$ cat config.mk
export PLATFORM = sky130hd
export DESIGN_NAME = gtr_queue
export DESIGN_NICKNAME = d
export VERILOG_FILES = /design/src/rtl/core/gtr_pkg.sv /design/src/rtl/core/gtr_queue.sv
export SDC_FILE = /design/constraint.sdc
export NUM_CORES = 1
export LEC_CHECK = 0
export ABC_CLOCK_PERIOD_IN_PS = 3320
export BUFFER_PORTS_ARGS = -buffer_cell sky130_fd_sc_hd__buf_2
export CELL_PAD_IN_SITES_DETAIL_PLACEMENT = 0
export CELL_PAD_IN_SITES_GLOBAL_PLACEMENT = 1
export CORE_ASPECT_RATIO = 0.75
export CORE_MARGIN = 2
export CORE_UTILIZATION = 52
export CTS_BUF_LIST = sky130_fd_sc_hd__clkbuf_2 sky130_fd_sc_hd__clkbuf_4 sky130_fd_sc_hd__clkbuf_8
export CTS_CLUSTER_DIAMETER = 120
export CTS_CLUSTER_SIZE = 24
export DETAILED_ROUTE_END_ITERATION = 12
export PLACE_DENSITY_LB_ADDON = 0.08
export SYNTH_ARGS = -nofsm -noshare
export SYNTH_HDL_FRONTEND = slang
export SYNTH_SLANG_ARGS = --single-unit
$ cat constraint.sdc
create_clock -name clk -period 3.32 [get_ports clk]
set_input_delay 0.332 -clock clk [delete_from_list [all_inputs] [get_ports clk]]
set_output_delay 0.332 -clock clk [all_outputs]
set_load 0.1 [all_outputs]
$ cat src/rtl/core/gtr_pkg.sv
package gtr_pkg;

    localparam int GLYPH_COUNT = 96;
    localparam int GLYPH_ROWS  = 8;
    localparam int FONT_BYTES  = GLYPH_COUNT * GLYPH_ROWS;
    localparam int FONT_AW     = 10;
    localparam int GLYPH_W     = 7;
    localparam int QUEUE_DEPTH = 4;
    localparam int QPTR_W      = 2;
    localparam int QCNT_W      = 3;

    localparam logic [7:0] NEWLINE_CODE = 8'd10;
    localparam logic [7:0] FIRST_CODE   = 8'd32;
    localparam logic [7:0] LAST_CODE    = 8'd127;
    localparam logic [7:0] PEN_STEP     = 8'd8;
    localparam logic signed [16:0] PEN_MAX = 17'sd32767;

    typedef enum logic
    {
        OP_LOAD = 1'b0,
        OP_DRAW = 1'b1
    } op_t;

    typedef struct packed
    {
        op_t                       op;
        logic [FONT_AW-1:0]        font_addr;
        logic [7:0]                font_byte;
        logic signed [15:0]        pen_x;
        logic signed [15:0]        pen_y;
        logic [GLYPH_W-1:0]        glyph;
        logic                      screen_sel;
        logic [15:0]               pixel_color;
    } job_t;

endpackage

$ cat src/rtl/core/gtr_queue.sv
module gtr_queue
(
    input  logic          clk,
    input  logic          rst_n,
    input  logic          push,
    input  gtr_pkg::job_t push_data,
    output logic          full,
    input  logic          pop,
    output gtr_pkg::job_t pop_data,
    output logic          not_empty
);

    import gtr_pkg::*;

    job_t              slot_reg [QUEUE_DEPTH];
    logic [QPTR_W-1:0] wr_ptr_reg, wr_ptr_next;
    logic [QPTR_W-1:0] rd_ptr_reg, rd_ptr_next;
    logic [QCNT_W-1:0] count_reg, count_next;

    assign full      = count_reg == QCNT_W'(QUEUE_DEPTH);
    assign not_empty = count_reg != '0;
    assign pop_data  = slot_reg[rd_ptr_reg];

    always_comb
    begin
        wr_ptr_next = push ? wr_ptr_reg + 1'b1 : wr_ptr_reg;
        rd_ptr_next = pop ? rd_ptr_reg + 1'b1 : rd_ptr_reg;
        count_next  = count_reg + QCNT_W'(push) - QCNT_W'(pop);
    end

    always_ff @(posedge clk)
    begin
        if (push)
        begin
            slot_reg[wr_ptr_reg] <= push_data;
        end
    end

    always_ff @(posedge clk or negedge rst_n)
    begin
        if (!rst_n)
        begin
            wr_ptr_reg <= '0;
            rd_ptr_reg <= '0;
            count_reg  <= '0;
        end
        else
        begin
            wr_ptr_reg <= wr_ptr_next;
            rd_ptr_reg <= rd_ptr_next;
            count_reg  <= count_next;
        end
    end

    a_no_overflow: assert property (@(posedge clk) disable iff (!rst_n)
        push |-> count_reg != QCNT_W'(QUEUE_DEPTH))
        else $error("Transaction pushed into a full queue.");

    a_no_underflow: assert property (@(posedge clk) disable iff (!rst_n)
        pop |-> count_reg != '0)
        else $error("Transaction popped from an empty queue.");

endmodule

==> results.sh <==
export IMPL_clock_sinks=307
export IMPL_dpl_hpwl_um=11900
export IMPL_grt_pass1_wl_um=31000
export IMPL_crit_cells=3
export IMPL_synthAdderAreaFrac_pct=0.846
export IMPL_max_clock_freq_ghz=0.355
export IMPL_fill_cells=1493
export IMPL_cp_required_ns=2.99
export IMPL_crit_path_max_fanout=32
export IMPL_wire_per_inst_um=21.1
export IMPL_setup_violations=0
export IMPL_post_cts_buffers=0
export IMPL_rsz0062_at_grt="false"
export IMPL_clock_latency_ns=0.53
export IMPL_synth_top_family_by_area="multiplexers"
export IMPL_cts_tree="built"
export IMPL_start_kind="flop"
export IMPL_synth_edf_count=300
export IMPL_synth_top_cell_area_share_pct=80.1
export IMPL_clk_path_buf_depth=3
export IMPL_rr_worst_depth=4
export IMPL_path_clk_slew_ns=0.14
export IMPL_num_rows=46
export IMPL_crit_chain="buf_4 -> mux4_2 -> buf_2"
export IMPL_worstSetupPathType="flop to output port"
export IMPL_nets=755
export IMPL_drc=0
export IMPL_antenna_found_initial=1
export IMPL_syn_to_final_growth_pct=19.5
export IMPL_arrival_ns=2.48
export IMPL_synthCells=426
export IMPL_crit_buf_inv=2
export IMPL_yosysTopAreaCell="edfxtp_1"
export IMPL_seqCellArea_um2=9190
export IMPL_synth_nets=512
export IMPL_initial_core_util_pct=53.1
export IMPL_critPathTopFamily="buffers and inverters"
export IMPL_fin_crit_sh_pct=84.7
export IMPL_synthMuxAreaShare_pct=15.0
export IMPL_hp_class="input pin to flop"
export IMPL_hold_violations=0
export IMPL_routed_via_count=5135
export IMPL_holdPathStages=2
export IMPL_slew_violations=0
export IMPL_ys_ff_latch=307
export IMPL_grt_max_degree=50
export IMPL_first_pass_iters=4
export IMPL_synth_compound_area_share_pct=0.0445
export IMPL_synthTopCellsByCount="300 x edfxtp_1, 75 x mux4_2, 7 x dfrtp_1"
export IMPL_ys_top_cells_by_area="edfxtp_1 80%, mux4_2 15%, dfrtp_1 1.6%"
export IMPL_wl_um=20300
export IMPL_yosysMostFrequentCell="edfxtp_1"
export IMPL_drt_iter0_drc=373
export IMPL_synthFlopType="edfxtp_1"
export IMPL_cap_violations=0
export IMPL_fin_ws_ns=0.506
export IMPL_worst_slew_pin_slew_ns=0.677
export IMPL_slew_headroom_pct=54.8
export IMPL_fp_dieH_um=131
export IMPL_drive_above_1_share_pct=39.8
export IMPL_dp_worst_setup_slack_ns=1.06
export IMPL_synth_cell_type_count=18
export IMPL_status="complete, no violations"
export IMPL_track_usage_pct=17.8
export IMPL_io_buffers=155
export IMPL_root_buffer="clkbuf_8"
export IMPL_max_stage_delay_ns=0.77
export IMPL_end_kind="output port"
export IMPL_die_area_um2=22800
export IMPL_ctsResizeCount=0
export IMPL_fin_setup_tns_ns=0
export IMPL_skew_ns=0.0157
export IMPL_gp_congestion=0.706
export IMPL_ios=156
export IMPL_largest_reg_flops=300
export IMPL_synth_simple_gate_area_share_pct=0.401
export IMPL_syn_avg_cell_area_um2=26.4
export IMPL_cts_htree_levels=1
export IMPL_post_route_min_period_ns=2.81
export IMPL_overflow=0
export IMPL_finish_utilization_pct=63.4
export IMPL_core_um2=21200
export IMPL_netlist_area_um2=11200
export IMPL_synth_async_reset_ratio_pct=2.28
export IMPL_antenna_left=0
export IMPL_crit_slowest_cell="dfrtp_4"
export IMPL_grt_pass1_vias=5537
export IMPL_synth_xor_area_share_pct=0.390
export IMPL_yosysSeqAreaShare_pct=81.7
export IMPL_holdWs_ns=0.0901
export IMPL_cts_buffers=16
export IMPL_multi_input_area_um2=1890
export IMPL_die_w_um=174
export IMPL_ys_warn_count=0
export IMPL_post_drt_via_cell_ratio=5.34
-- cells in the final DEF (no fill, tap or decap) --
master	synthesis	routed
fa_1	1	1
dlygate4sd3_1	0	77
buf_2	5	155
xnor2_1	2	2
mux4_2	75	75
edfxtp_1	300	300
diode_2	0	1
or3_1	1	1
dfrtp_4	0	2
buf_12	4	6
xor2_1	3	3
clkbuf_8	0	17
nand2_1	2	2
buf_4	4	4
dfrtp_1	7	5
inv_1	6	6
and2_4	0	4
clkbuf_4	0	4
and3_1	1	1
ha_1	6	6
o21ai_0	1	1
clkinvlp_4	0	1
-- layout make-up --
type                            count  share of cell area [%]
Sequential cell                   307                    68.4
Clock buffer                       21                    1.97
Multi-Input combinational cell     96                    14.1
Tap cell                          288                    2.68
Clock inverter                      1                  0.0559
Timing Repair Buffer              242                    12.6
Inverter                            6                   0.168
Antenna cell                        1                  0.0186
-- metal layers --
metal | global-route usage, % | wire length (um) | up-vias
met5 | 0 | 0 | -
met4 | 2.80 | 242 | 0
met3 | 4.46 | 1140 | 18
met2 | 30.1 | 9940 | 127
met1 | 24.3 | 8990 | 2704
li1 | - | - | 2286
-- stage by stage --
| stage | cells | cell area (um2) |
|---|---|---|
| 4_1_cts | 959 | 13400 |
| 3_3_place_gp | 862 | 12400 |
| 3_5_place_dp | 862 | 12400 |
| 5_1_grt | 962 | 13400 |
| 2_1_floorplan | 426 | 11200 |
| 6_report | 962 | 13400 |
-- final timing paths --
| check | start | to | slack, ns |
|---|---|---|---|
| worst max-delay path | rd_ptr_reg[1] | pop_data[20] | 0.51 |
| worst min-delay path | push | wr_ptr_reg[0] | 0.09 |
| worst max register to register | wr_ptr_reg[0] | slot_reg[0][59] | 1.37 |
| worst min register to register | wr_ptr_reg[0] | wr_ptr_reg[0] | 0.55 |
| max in group asynchronous | rst_n | rd_ptr_reg[1] | 2.99 |
| min in group asynchronous | rst_n | rd_ptr_reg[0] | 0.16 |
-- cell families after synthesis --
| family | Yosys count |
|---|---|
| AOI/OAI and AO/OA | 1 |
| xor gates and xnor gates | 5 |
| adders and majority gates | 7 |
| buffers and inverters | 23 |
| DFF | 307 |
| muxes | 75 |
| and+or+nand+nor | 8 |
-- repair_timing --
| action | in CTS | in global routing |
|---|---|---|
| hold endpoints to repair | 293 | 8 |
| hold buffers | 75 | 2 |
| setup endpoints to repair | 0 | 0 |
Power is not shown: default switching activity piles up to over one toggle a cycle in this logic, so the estimate is an artifact.
