===== src/rtl/core/gtr_pkg.sv =====
package gtr_pkg;

    localparam int GLYPH_COUNT = 96;
    localparam int GLYPH_ROWS  = 8;
    localparam int FONT_BYTES  = GLYPH_COUNT * GLYPH_ROWS;
    localparam int FONT_AW     = 10;
    localparam int GLYPH_W     = 7;
    localparam int QUEUE_DEPTH = 4;
    localparam int QPTR_W      = 2;
    localparam int QCNT_W      = 3;

    localparam logic [7:0] NEWLINE_CODE = 8'd10;
    localparam logic [7:0] FIRST_CODE   = 8'd32;
    localparam logic [7:0] LAST_CODE    = 8'd127;
    localparam logic [7:0] PEN_STEP     = 8'd8;
    localparam logic signed [16:0] PEN_MAX = 17'sd32767;

    typedef enum logic
    {
        OP_LOAD = 1'b0,
        OP_DRAW = 1'b1
    } op_t;

    typedef struct packed
    {
        op_t                       op;
        logic [FONT_AW-1:0]        font_addr;
        logic [7:0]                font_byte;
        logic signed [15:0]        pen_x;
        logic signed [15:0]        pen_y;
        logic [GLYPH_W-1:0]        glyph;
        logic                      screen_sel;
        logic [15:0]               pixel_color;
    } job_t;

endpackage


===== src/rtl/core/gtr_if.sv =====
interface gtr_char_if;

    logic               valid;
    logic               ready;
    logic               mode;
    logic [9:0]         font_addr;
    logic [7:0]         font_byte;
    logic               restart_pen;
    logic signed [15:0] start_x;
    logic signed [15:0] start_y;
    logic [7:0]         char_code;
    logic               screen_sel;
    logic [15:0]        pixel_color;

    modport source
    (
        output valid, mode, font_addr, font_byte, restart_pen, start_x, start_y,
               char_code, screen_sel, pixel_color,
        input  ready
    );

    modport sink
    (
        input  valid, mode, font_addr, font_byte, restart_pen, start_x, start_y,
               char_code, screen_sel, pixel_color,
        output ready
    );

endinterface



===== src/rtl/core/gtr_front.sv =====
module gtr_front
(
    input  logic          clk,
    input  logic          rst_n,
    gtr_char_if.sink      char_ch,
    output logic          push,
    output gtr_pkg::job_t push_data,
    input  logic          full
);

    import gtr_pkg::*;

    logic signed [15:0] pen_x_reg, pen_x_next;
    logic signed [15:0] pen_y_reg, pen_y_next;
    logic signed [15:0] line_x_reg, line_x_next;
    logic               accept;
    logic signed [15:0] base_x, base_y, base_line;
    logic               is_newline;
    logic               is_printable;

    function automatic logic signed [15:0] sat_step(input logic signed [15:0] v);
        logic signed [16:0] s;
        s = 17'(v) + $signed({9'd0, PEN_STEP});
        if (s > PEN_MAX)
        begin
            s = PEN_MAX;
        end
        return 16'(s);
    endfunction

    assign char_ch.ready = !full;
    assign accept        = char_ch.valid && char_ch.ready;
    assign is_newline    = char_ch.char_code == NEWLINE_CODE;
    assign is_printable  = (char_ch.char_code >= FIRST_CODE) && (char_ch.char_code <= LAST_CODE);

    always_comb
    begin
        base_x    = char_ch.restart_pen ? char_ch.start_x : pen_x_reg;
        base_y    = char_ch.restart_pen ? char_ch.start_y : pen_y_reg;
        base_line = char_ch.restart_pen ? char_ch.start_x : line_x_reg;

        push_data.op          = char_ch.mode ? OP_DRAW : OP_LOAD;
        push_data.font_addr   = char_ch.font_addr;
        push_data.font_byte   = char_ch.font_byte;
        push_data.pen_x       = base_x;
        push_data.pen_y       = base_y;
        push_data.glyph       = is_printable ? GLYPH_W'(char_ch.char_code - FIRST_CODE)
                                             : '0;
        push_data.screen_sel  = char_ch.screen_sel;
        push_data.pixel_color = char_ch.pixel_color;

        push        = 1'b0;
        pen_x_next  = pen_x_reg;
        pen_y_next  = pen_y_reg;
        line_x_next = line_x_reg;

        if (accept)
        begin
            if (!char_ch.mode)
            begin
                push = 32'(char_ch.font_addr) < FONT_BYTES;
            end
            else if (is_newline)
            begin
                pen_x_next  = base_line;
                pen_y_next  = sat_step(base_y);
                line_x_next = base_line;
            end
            else
            begin
                push        = 1'b1;
                pen_x_next  = sat_step(base_x);
                pen_y_next  = base_y;
                line_x_next = base_line;
            end
        end
    end

    always_ff @(posedge clk or negedge rst_n)
    begin
        if (!rst_n)
        begin
            pen_x_reg  <= '0;
            pen_y_reg  <= '0;
            line_x_reg <= '0;
        end
        else
        begin
            pen_x_reg  <= pen_x_next;
            pen_y_reg  <= pen_y_next;
            line_x_reg <= line_x_next;
        end
    end

endmodule


===== src/flat_wrapper.sv =====
// flat-port wrapper written by rule: the top's interface ports become plain ports
module gtr_front_flat import gtr_pkg::*;
  (clk, rst_n, push, push_data, full, char_ch_valid, char_ch_mode, char_ch_font_addr, char_ch_font_byte, char_ch_restart_pen, char_ch_start_x, char_ch_start_y, char_ch_char_code, char_ch_screen_sel, char_ch_pixel_color, char_ch_ready);
  gtr_char_if char_ch_i ();
  input  logic clk;
  input  logic rst_n;
  output logic push;
  output gtr_pkg::job_t push_data;
  input  logic full;
  input wire logic [$bits(char_ch_i.valid)-1:0] char_ch_valid;
  input wire logic [$bits(char_ch_i.mode)-1:0] char_ch_mode;
  input wire logic [$bits(char_ch_i.font_addr)-1:0] char_ch_font_addr;
  input wire logic [$bits(char_ch_i.font_byte)-1:0] char_ch_font_byte;
  input wire logic [$bits(char_ch_i.restart_pen)-1:0] char_ch_restart_pen;
  input wire logic [$bits(char_ch_i.start_x)-1:0] char_ch_start_x;
  input wire logic [$bits(char_ch_i.start_y)-1:0] char_ch_start_y;
  input wire logic [$bits(char_ch_i.char_code)-1:0] char_ch_char_code;
  input wire logic [$bits(char_ch_i.screen_sel)-1:0] char_ch_screen_sel;
  input wire logic [$bits(char_ch_i.pixel_color)-1:0] char_ch_pixel_color;
  output wire logic [$bits(char_ch_i.ready)-1:0] char_ch_ready;
  assign char_ch_i.valid = char_ch_valid;
  assign char_ch_i.mode = char_ch_mode;
  assign char_ch_i.font_addr = char_ch_font_addr;
  assign char_ch_i.font_byte = char_ch_font_byte;
  assign char_ch_i.restart_pen = char_ch_restart_pen;
  assign char_ch_i.start_x = char_ch_start_x;
  assign char_ch_i.start_y = char_ch_start_y;
  assign char_ch_i.char_code = char_ch_char_code;
  assign char_ch_i.screen_sel = char_ch_screen_sel;
  assign char_ch_i.pixel_color = char_ch_pixel_color;
  assign char_ch_ready = char_ch_i.ready;
  gtr_front u_core (.clk(clk), .rst_n(rst_n), .char_ch(char_ch_i), .push(push), .push_data(push_data), .full(full));
endmodule

===== config.mk =====
export PLATFORM = sky130hd
export DESIGN_NAME = gtr_front_flat
export DESIGN_NICKNAME = d
export VERILOG_FILES = /design/src/rtl/core/gtr_pkg.sv /design/src/rtl/core/gtr_if.sv /design/src/rtl/core/gtr_front.sv /design/src/flat_wrapper.sv
export SDC_FILE = /design/constraint.sdc
export NUM_CORES = 1
export LEC_CHECK = 0
export BUFFER_PORTS_ARGS = -buffer_cell sky130_fd_sc_hd__buf_2
export CAP_MARGIN = 20
export CORE_MARGIN = 2
export CORE_UTILIZATION = 45
export CTS_CLUSTER_SIZE = 8
export DETAILED_ROUTE_END_ITERATION = 8
export PLACE_DENSITY = 0.87
export SYNTH_ARGS = -nofsm -noshare
export SYNTH_HDL_FRONTEND = slang
export SYNTH_SLANG_ARGS = --single-unit

===== constraint.sdc =====
create_clock -name clk -period 2.85 [get_ports clk]
set_input_delay 0.285 -clock clk [delete_from_list [all_inputs] [get_ports clk]]
set_output_delay 0.285 -clock clk [all_outputs]
set_load 0.01 [all_outputs]

==> results of run 1 <==
## through the flow
| step | area [sq um] | hold WS, ps | util | setup slack [ps] |
|---|---|---|---|---|
| 2_1_floorplan | 3950 | -10.6 | - | 20.3 |
| 3_3_place_gp | 4270 | 461 | 0.514 | 199 |
| 3_5_place_dp | 4270 | 470 | 0.514 | 209 |
| 4_1_cts | 4360 | 219 | 0.526 | 397 |
| 5_1_grt | 4390 | 236 | 0.529 | 208 |
| 6_report | 4390 | 235 | 0.529 | 387 |
## where the power goes
group,switching [mW],total [mW],internal [mW]
clock,0.260,0.459,0.199
combinational,0.412,0.732,0.320
sequential,0.0937,0.910,0.816
## cell usage after synthesis (all sizes together), types with 2 or more instances
cell type	n
or2	2
buf	47
ha	4
dfrtp	48
nor3b	3
clkbuf	12
mux2	32
a211o	2
o21a	3
nor3	9
a21o	2
a22oi	3
a211oi	2
o22ai	8
nand3	18
a31oi	7
o21ai	35
inv	19
o211ai	2
mux2i	23
a21oi	41
xnor2	7
and3	7
nand3b	4
o32ai	2
and2	7
nand4	6
nand2b	2
nor4	6
nand2	58
o31ai	4
nor2	24
and4	2
a41oi	2
nand4b	2
## area by class of cell
| class | instances | share of cell area |
|---|---|---|
| inverters | 19 | 0.0162 |
| repair buffers | 112 | 0.143 |
| multi-input cells | 342 | 0.515 |
| clock inverters | 2 | 0.00313 |
| clock buffers | 6 | 0.0188 |
| well taps | 105 | 0.0299 |
| flip-flops and latches | 48 | 0.274 |
## worst max path at each step
stage	from	endpoint	slack [ps]	depth (start not counted)
2_1_floorplan	char_ch_restart_pen	u_core.pen_y_reg[2]	20	14
3_3_place_gp	char_ch_restart_pen	u_core.pen_y_reg[2]	200	9
3_5_place_dp	char_ch_restart_pen	u_core.pen_x_reg[8]	210	10
4_1_cts	u_core.pen_y_reg[4]	u_core.pen_y_reg[2]	400	8
5_1_grt	u_core.pen_y_reg[3]	u_core.pen_y_reg[2]	210	10
6_report	u_core.pen_y_reg[4]	u_core.pen_y_reg[2]	390	8
## worst register-to-register path: stages (launching register included)
cell,delay (ps)
dfrtp_1,420
mux2_4,320
ha_1,300
o211ai_1,110
or3_1,350
a2111oi_2,220
a41o_2,370
nand2_2,110
a41oi_2,190
## logic make-up (layout without fill, tap and decap cells)
| group | Yosys count | count (layout) | synth area share |
|---|---|---|---|
| simple gates | 152 | 152 | 0.198 |
| compound gates | 123 | 123 | 0.194 |
| buf+inv | 78 | 139 | 0.119 |
| mux | 55 | 55 | 0.151 |
| flops | 48 | 48 | 0.308 |
| xor+xnor | 8 | 8 | 0.0179 |
| fa+ha+maj | 4 | 4 | 0.0128 |
## routing by layer
metal / wire [um] / part of all wire
met4: 99 / 0.0093
met2: 5310 / 0.50
met5: 0 / 0
met1: 4610 / 0.43
met3: 613 / 0.058
## what timing repair did
action | 4_1_cts | 5_1_grt
hold buffers | 0 | 1
hold endpoints to repair | 0 | 13
buffers inserted | 0 | 0
==> impl_metrics.tcl, run 1 <==
set metrics [dict create \
    r2r_setup_slack_ps 390 \
    drt_iter0_drc 196 \
    worst_slew_pin_slew_ps 772 \
    multi_input_comb_area_sq_um 2260 \
    vias 3697 \
    clock_sinks 48 \
    critPathMaxStageDelay_ps 420 \
    die_x_um 97.2 \
    rsz0062_at_grt "false" \
    wirelength_um 10600 \
    crit_required_ps 3080 \
    timing.fmax_mhz 406 \
    slew_violations 0 \
    die_h_um 97.2 \
    drv_cap 0 \
    path_cells "mux2_4 > ha_1 > o211ai_1 > or3_1 > a2111oi_2 > a41o_2 > nand2_2 > a41oi_2" \
    viasPerCell 5.83 \
    grt_antenna_before_repair 0 \
    place_inst 624 \
    htreeDepth 2 \
    holdPathEnd "u_core.line_x_reg[2]" \
    yosysWarnings 0 \
    drt.antenna.violating_nets 0 \
    num_antenna_cells 0 \
    wl_per_cell_um 16.8 \
    startpoint_type "flip-flop" \
    final_common_cell "buf_2" \
    area_growth_syn_to_layout_pct 12.5 \
    ys_seq_area_frac 0.308 \
    grt_pass1_vias 3676 \
    setup_viol 0 \
    r2r_end "u_core.pen_y_reg[2]" \
    worstReg2RegStart "u_core.pen_y_reg[4]" \
    cp_top_family "compound AO/OA/AOI/OAI gates" \
    hpwl_um 8220 \
    num_rows 33 \
    synth_nets 553 \
    cts_made_buffers 5 \
    synth_area_leaders "dfrtp_1 31%, mux2_2 9.2%, buf_4 7.5%" \
    tns_ps 0 \
    leakagePower_nw 2.04 \
    ir_drop_mv 0.256 \
    start_util 0.471 \
    finalNonFillerCells 634 \
    relSlewSlack 0.484 \
    hold_viol_final 0 \
    dr.pass1.iters 5 \
    ys.flop_type "dfrtp_1" \
    port_buffers 91 \
    critical_path.max_fanout 8 \
    fillers 788 \
    synth_area_per_cell_sq_um 8.34 \
    ios 158 \
    synth_edf_count 0 \
    final_nets 613 \
    max-clock-path-buffers 2 \
    regArea_sq_um 1200 \
    cp_num_buf_inv 0 \
    ff2ff_path_depth 8 \
    met1_usage 0.281 \
    cts.clk_slew.worst_paths_ps 100 \
    syn_inst 468 \
    cts-root-buf "clkbuf_8" \
    status "finished clean" \
    hold_depth 2 \
    grt.overflow.total 0 \
    fp.dieArea_sq_um 9440 \
    cts_resized 0 \
    slowest_stage "dfrtp_1" \
    synth_top_area_share 0.308 \
    power.density_nw_per_um2 478 \
    final.setup_skew_ps 7.68 \
    min_from "char_ch_start_x[2]" \
    netlist_area_sq_um 3900 \
    synth_cell_types 59 \
    ys_seq_elements 48 \
    arrival_ps 2700 \
    core_sq_um 8300 \
    synth_top_area_cell "dfrtp_1" \
    cts_tree "yes" \
    period_share 0.864 \
    critPathKind "flip-flop to flip-flop" \
    final_cell_mix "91 x buf_2, 57 x nand2_1, 48 x dfrtp_1" \
    insertion_delay_ps 310 \
    fin_crit_ps 2460 \
    use_met3 0.0374 \
    grt_pass1_wl_um 17400 \
    hold_path_class "input pin to flip-flop" \
    busiest_layer "met2" \
    worst_setup_path_end_kind "flip-flop" \
    drc 0 \
    grtUsageTotal 0.220 \
    drive_gt1_frac 0.312 \
    grt_start_max_net_pins 49 \
    async_flop_share 1.00 \
    place_congestion 0.960 \
    finalPower_mw 2.10 \
    met2_usage 0.389 \
]
Power figures use the tool's default switching activity.
==> run 2: changes to the inputs <==
--- a/config.mk
+++ b/config.mk
@@ -5,6 +5,7 @@
 export SDC_FILE = /design/constraint.sdc
 export NUM_CORES = 1
 export LEC_CHECK = 0
+export ABC_CLOCK_PERIOD_IN_PS = 2850
 export BUFFER_PORTS_ARGS = -buffer_cell sky130_fd_sc_hd__buf_2
 export CAP_MARGIN = 20
 export CORE_MARGIN = 2
@@ -12,6 +13,7 @@
 export CTS_CLUSTER_SIZE = 8
 export DETAILED_ROUTE_END_ITERATION = 8
 export PLACE_DENSITY = 0.87
+export RECOVER_POWER = 100
 export SYNTH_ARGS = -nofsm -noshare
 export SYNTH_HDL_FRONTEND = slang
 export SYNTH_SLANG_ARGS = --single-unit
==> run 2 against run 1 <==
Effect of this change:
- global-route usage unchanged
- via count down 0.84%
- maximum frequency is 3.0% lower
- critical endpoint unchanged
- total power is 1.4% lower
==> impl_metrics.tcl, run 2 (synthesized netlist as in run 1, its figures left out) <==
set metrics [dict create \
    min_from "char_ch_start_x[1]" \
    timing.fmax_mhz 394 \
    seqPwrFrac 0.438 \
    grt_pass1_vias 3676 \
    rsz0062_at_grt "false" \
    htreeDepth 2 \
    start_util 0.471 \
    path_cells "mux2_4 > ha_4 > inv_1 > nor2_1 > or3_1 > a2111oi_2 > a41o_2 > nand2_1 > a41oi_1" \
    hold_viol_final 0 \
    place_ws_ps 209 \
    grt_antenna_before_repair 0 \
    hpwl_um 8220 \
    hold_path_class "input pin to flip-flop" \
    wirelength_um 10600 \
    ios 158 \
    num_antenna_cells 0 \
    grtUsageTotal 0.220 \
    grt.overflow.total 0 \
    num_rows 33 \
    startpoint_type "flip-flop" \
    p_int_mw 1.31 \
    die_h_um 97.2 \
    clock_power_share 0.222 \
    share_comb_of_total_power 0.341 \
    ff2ff_path_depth 9 \
    ir_drop_mv 0.257 \
    place_congestion 0.960 \
    critical_path.max_fanout 8 \
    vias 3666 \
    r2r_setup_slack_ps 310 \
    critPathKind "flip-flop to flip-flop" \
    tns_ps 0 \
    final_common_cell "buf_2" \
    die_x_um 97.2 \
    relSlewSlack 0.386 \
    drc 0 \
    worstReg2RegStart "u_core.pen_y_reg[4]" \
    period_share 0.891 \
    setup_viol 0 \
    slew_violations 0 \
    viasPerCell 5.78 \
    core_sq_um 8300 \
    cp_num_buf_inv 1 \
    port_buffers 91 \
    insertion_delay_ps 310 \
    cts_resized 0 \
    power.density_nw_per_um2 480 \
    r2r_end "u_core.pen_y_reg[2]" \
    crit_path_start "u_core.pen_y_reg[4]" \
    cp_top_family "compound AO/OA/AOI/OAI gates" \
    slowest_stage "dfrtp_1" \
    cts_made_buffers 5 \
    worst_slew_pin_slew_ps 921 \
    final_area_sq_um 4320 \
    hold_depth 2 \
    holdPathEnd "u_core.line_x_reg[1]" \
    fin_hold_ws_ps 235 \
    final.setup_skew_ps 7.37 \
    placed_cell_area_sq_um 4270 \
    drv_cap 0 \
    p_sw_mw 0.760 \
    swShare 0.367 \
    final_nets 613 \
    leakagePower_nw 1.95 \
    worst_setup_path_end_kind "flip-flop" \
    fp.dieArea_sq_um 9440 \
    status "finished clean" \
    grt_pass1_wl_um 17400 \
    finalPower_mw 2.07 \
    clock_sinks 48 \
    arrival_ps 2760 \
    cts.clk_slew.worst_paths_ps 100 \
    critPathMaxStageDelay_ps 430 \
    final_cell_mix "71 x buf_2, 58 x nand2_1, 48 x dfrtp_1" \
    cts_tree "yes" \
    grt_start_max_net_pins 49 \
    area_growth_syn_to_layout_pct 10.6 \
    wl_per_cell_um 16.7 \
    drt.antenna.violating_nets 0 \
    crit_required_ps 3070 \
    cts-root-buf "clkbuf_8" \
    fin_ws_ps 310 \
    drive_gt1_frac 0.233 \
    max-clock-path-buffers 2 \
    drt_iter0_drc 164 \
    dr.pass1.iters 4 \
    fin_crit_ps 2540 \
]
## run 2: changes by cell type in the layout (fill, tap and decap cells not counted), moves of 4 or more
cell,change
mux2_1,+13
o21ai_1,-5
and2_0,+4
buf_4,-5
buf_2,-20
clkbuf_1,+25
mux2_2,-13
o21ai_0,+5
and2_1,-4
## run 2: final cells by class
class | count | area (sq um)
fillers | 808 | 3980
multi-input cells | 342 | 2250
flip-flops and latches | 48 | 1200
repair buffers | 112 | 569
well taps | 105 | 131
clock buffers | 6 | 82.6
inverters | 19 | 71.3
clock inverters | 2 | 13.8
## run 2: worst max path at each step
| stage | to | slack, ps | depth (start not counted) |
|---|---|---|---|
| 2_1_floorplan | u_core.pen_y_reg[2] | 20 | 14 |
| 3_3_place_gp | u_core.pen_y_reg[2] | 200 | 9 |
| 3_5_place_dp | u_core.pen_x_reg[8] | 210 | 10 |
| 4_1_cts | u_core.pen_y_reg[2] | 400 | 8 |
| 5_1_grt | u_core.pen_y_reg[2] | 110 | 10 |
| 6_report | u_core.pen_y_reg[2] | 310 | 9 |
## run 2: metrics by stage
step / instances / utilization
after floorplan: 468 / -
after global placement: 624 / 0.514
after detailed placement: 624 / 0.514
after CTS: 632 / 0.526
after global routing: 634 / 0.521
final: 634 / 0.521
## run 2: worst reg2reg max path: cells and delay by family, from the launching register on
kind	cells	cell delay [ps]
muxes	1	320
adders and majority gates	1	190
buffers and inverters	1	90
DFF	1	430
and+or+nand+nor	3	640
AOI/OAI and AO/OA	3	800
## run 2: power by group through the flow
stage               combinational, mW  sequential, mW  clock, mW
global route                    0.784           0.924      0.489
floorplan                       0.540           0.892          0
global placement                0.705           0.913          0
detailed placement              0.725           0.922          0
CTS                             0.729           0.907      0.473
finish                          0.706           0.908      0.459
## run 2: timing repair
action / in CTS / in global routing
setup buffers: 0 / 0
endpoints found under the hold margin: 0 / 13
hold buffers: 0 / 1
## run 2: metal layers
metal / global-route usage / part of all wire / routed length, um / up-vias
met2: 0.389 / 0.50 / 5310 / 124
met5: 0 / 0 / 0 / -
met4: 0.0498 / 0.012 / 130 / 0
met3: 0.0374 / 0.052 / 552 / 16
met1: 0.281 / 0.43 / 4600 / 1743
li1: - / - / - / 1783
==> run 3: changes to the inputs <==
==> constraint.sdc (replaced) <==
create_clock -name clk -period 2.85 [get_ports clk]
set_input_delay 0.57 -clock clk [delete_from_list [all_inputs] [get_ports clk]]
set_output_delay 0.57 -clock clk [all_outputs]
set_load 0.01 [all_outputs]
==> run 3 against run 2 <==
Effect of this change:
- maximum frequency down 5.3%
- flip-flop and latch count unchanged
- highest routed layer unchanged
- clock-buffer cell count did not move
- clock power rose by 17%
- total power rose by 6.3%
- global-route usage increased by 0.78 points
- final cell count up 4.3%
==> impl_metrics.tcl, run 3 (synthesized netlist as in run 1, its figures left out) <==
set metrics [dict create \
    status "finished clean" \
    period_share 0.941 \
    area_growth_syn_to_layout_pct 16.8 \
    max-clock-path-buffers 2 \
    die_h_um 97.2 \
    final_common_cell "buf_2" \
    slew_violations 0 \
    power.density_nw_per_um2 483 \
    htreeDepth 2 \
    drive_gt1_frac 0.275 \
    crit_required_ps 3040 \
    clock_power_share 0.243 \
    wirelength_um 10900 \
    cts.clk_slew.worst_paths_ps 100 \
    drt_iter0_drc 166 \
    fin_hold_ws_ps 488 \
    finalPower_mw 2.20 \
    p_int_mw 1.43 \
    final.setup_skew_ps 13.1 \
    num_antenna_cells 0 \
    critPathMaxStageDelay_ps 420 \
    place_congestion 0.994 \
    drv_cap 0 \
    leakagePower_nw 2.09 \
    ir_drop_mv 0.300 \
    wl_per_cell_um 16.5 \
    relSlewSlack 0.137 \
    worst_slew_pin_slew_ps 1290 \
    fin_crit_ps 2680 \
    drt.antenna.violating_nets 0 \
    final_nets 640 \
    hpwl_um 8710 \
    share_comb_of_total_power 0.342 \
    num_rows 33 \
    startpoint_type "input pin" \
    die_x_um 97.2 \
    hold_path_class "flip-flop to flip-flop" \
    start_util 0.471 \
    timing.fmax_mhz 373 \
    setup_viol 0 \
    core_sq_um 8300 \
    cts-root-buf "clkbuf_8" \
    swShare 0.350 \
    critPathKind "input pin to flip-flop" \
    final_cell_mix "72 x buf_2, 58 x nand2_1, 48 x dfrtp_1" \
    grt_pass1_vias 3791 \
    fp.dieArea_sq_um 9440 \
    seqPwrFrac 0.415 \
    insertion_delay_ps 310 \
    ios 158 \
    rsz0062_at_grt "false" \
    grt_pass1_wl_um 18000 \
    cts_tree "yes" \
    path_cells "buf_2 > buf_4 > mux2_2 > and3_1 > and3_1 > o21ai_0 > a21oi_1 > a31oi_1 > clkbuf_2 > a21oi_1" \
    tns_ps 0 \
    clock_sinks 48 \
    dr.pass1.iters 6 \
    hold_viol_final 0 \
    grtUsageTotal 0.228 \
    vias 3887 \
    p_sw_mw 0.772 \
    viasPerCell 5.88 \
    port_buffers 91 \
    cts_made_buffers 5 \
    arrival_ps 2880 \
    worst_setup_path_end_kind "flip-flop" \
    critical_path.max_fanout 10 \
    fillers 776 \
    slowest_stage "mux2_2" \
    grt_antenna_before_repair 0 \
    grt_start_max_net_pins 29 \
    grt.overflow.total 0 \
    drc 0 \
]
run 3: final timing paths:
| check | start | endpoint | slack (ps) | cells past startpoint |
|---|---|---|---|---|
| min in group asynchronous | rst_n | u_core.pen_x_reg[8] | 520 | 1 |
| max in group asynchronous | rst_n | u_core.pen_y_reg[15] | 1030 | 2 |
| max | char_ch_restart_pen | u_core.pen_x_reg[5] | 170 | 10 |
| max reg2reg | u_core.pen_x_reg[4] | u_core.pen_x_reg[15] | 380 | 8 |
| min reg2reg | u_core.pen_y_reg[15] | u_core.pen_y_reg[15] | 490 | 2 |
| min | u_core.pen_y_reg[15] | u_core.pen_y_reg[15] | 490 | 2 |
run 3: what timing repair did:
action | 4_1_cts | 5_1_grt
setup buffers | 0 | 0
setup endpoints to repair | 0 | 10
hold buffers | 0 | 0
gates resized for setup | 0 | 1
run 3: metal layers:
layer / up-vias / track usage / routed length, um
met1: 1868 / 0.290 / 4520
met4: 0 / 0.0715 / 203
met2: 156 / 0.398 / 5500
met5: - / 0 / 0
li1: 1838 / - / -
met3: 25 / 0.0331 / 691
run 3: area by class of cell:
type	instances	area [sq um]	share of cell area
repair buffers	139	761	0.167
clock inverters	2	38.8	0.00851
multi-input cells	342	2270	0.498
clock buffers	6	82.6	0.0181
inverters	19	73.8	0.0162
flip-flops and latches	48	1200	0.263
well taps	105	131	0.0288
run 3: worst max-delay path: cells and delay by family:
| kind | cells | cell delay [ps] |
|---|---|---|
| AO/OA/AOI/OAI | 4 | 700 |
| buffers and inverters | 3 | 690 |
| AND/OR/NAND/NOR | 2 | 490 |
| multiplexers | 1 | 420 |
run 3: power groups by stage:
stage | combinational [mW] | sequential (mW) | clock [mW]
finish | 0.754 | 0.914 | 0.536
CTS | 0.778 | 0.912 | 0.542
detailed placement | 0.776 | 0.926 | 0
floorplan | 0.550 | 0.892 | 0
global placement | 0.755 | 0.916 | 0
global route | 0.841 | 0.926 | 0.572
run 3: metrics by stage:
| stage | instances | utilization | worst slack (ps) | cell area, sq um |
|---|---|---|---|---|
| finish | 661 | 0.549 | 168 | 4560 |
| global route | 661 | 0.549 | 18.2 | 4560 |
| CTS | 661 | 0.557 | 190 | 4620 |
| detailed placement | 653 | 0.543 | -97.1 | 4500 |
| global placement | 653 | 0.543 | -55.8 | 4500 |
| floorplan | 468 | - | -236 | 3980 |
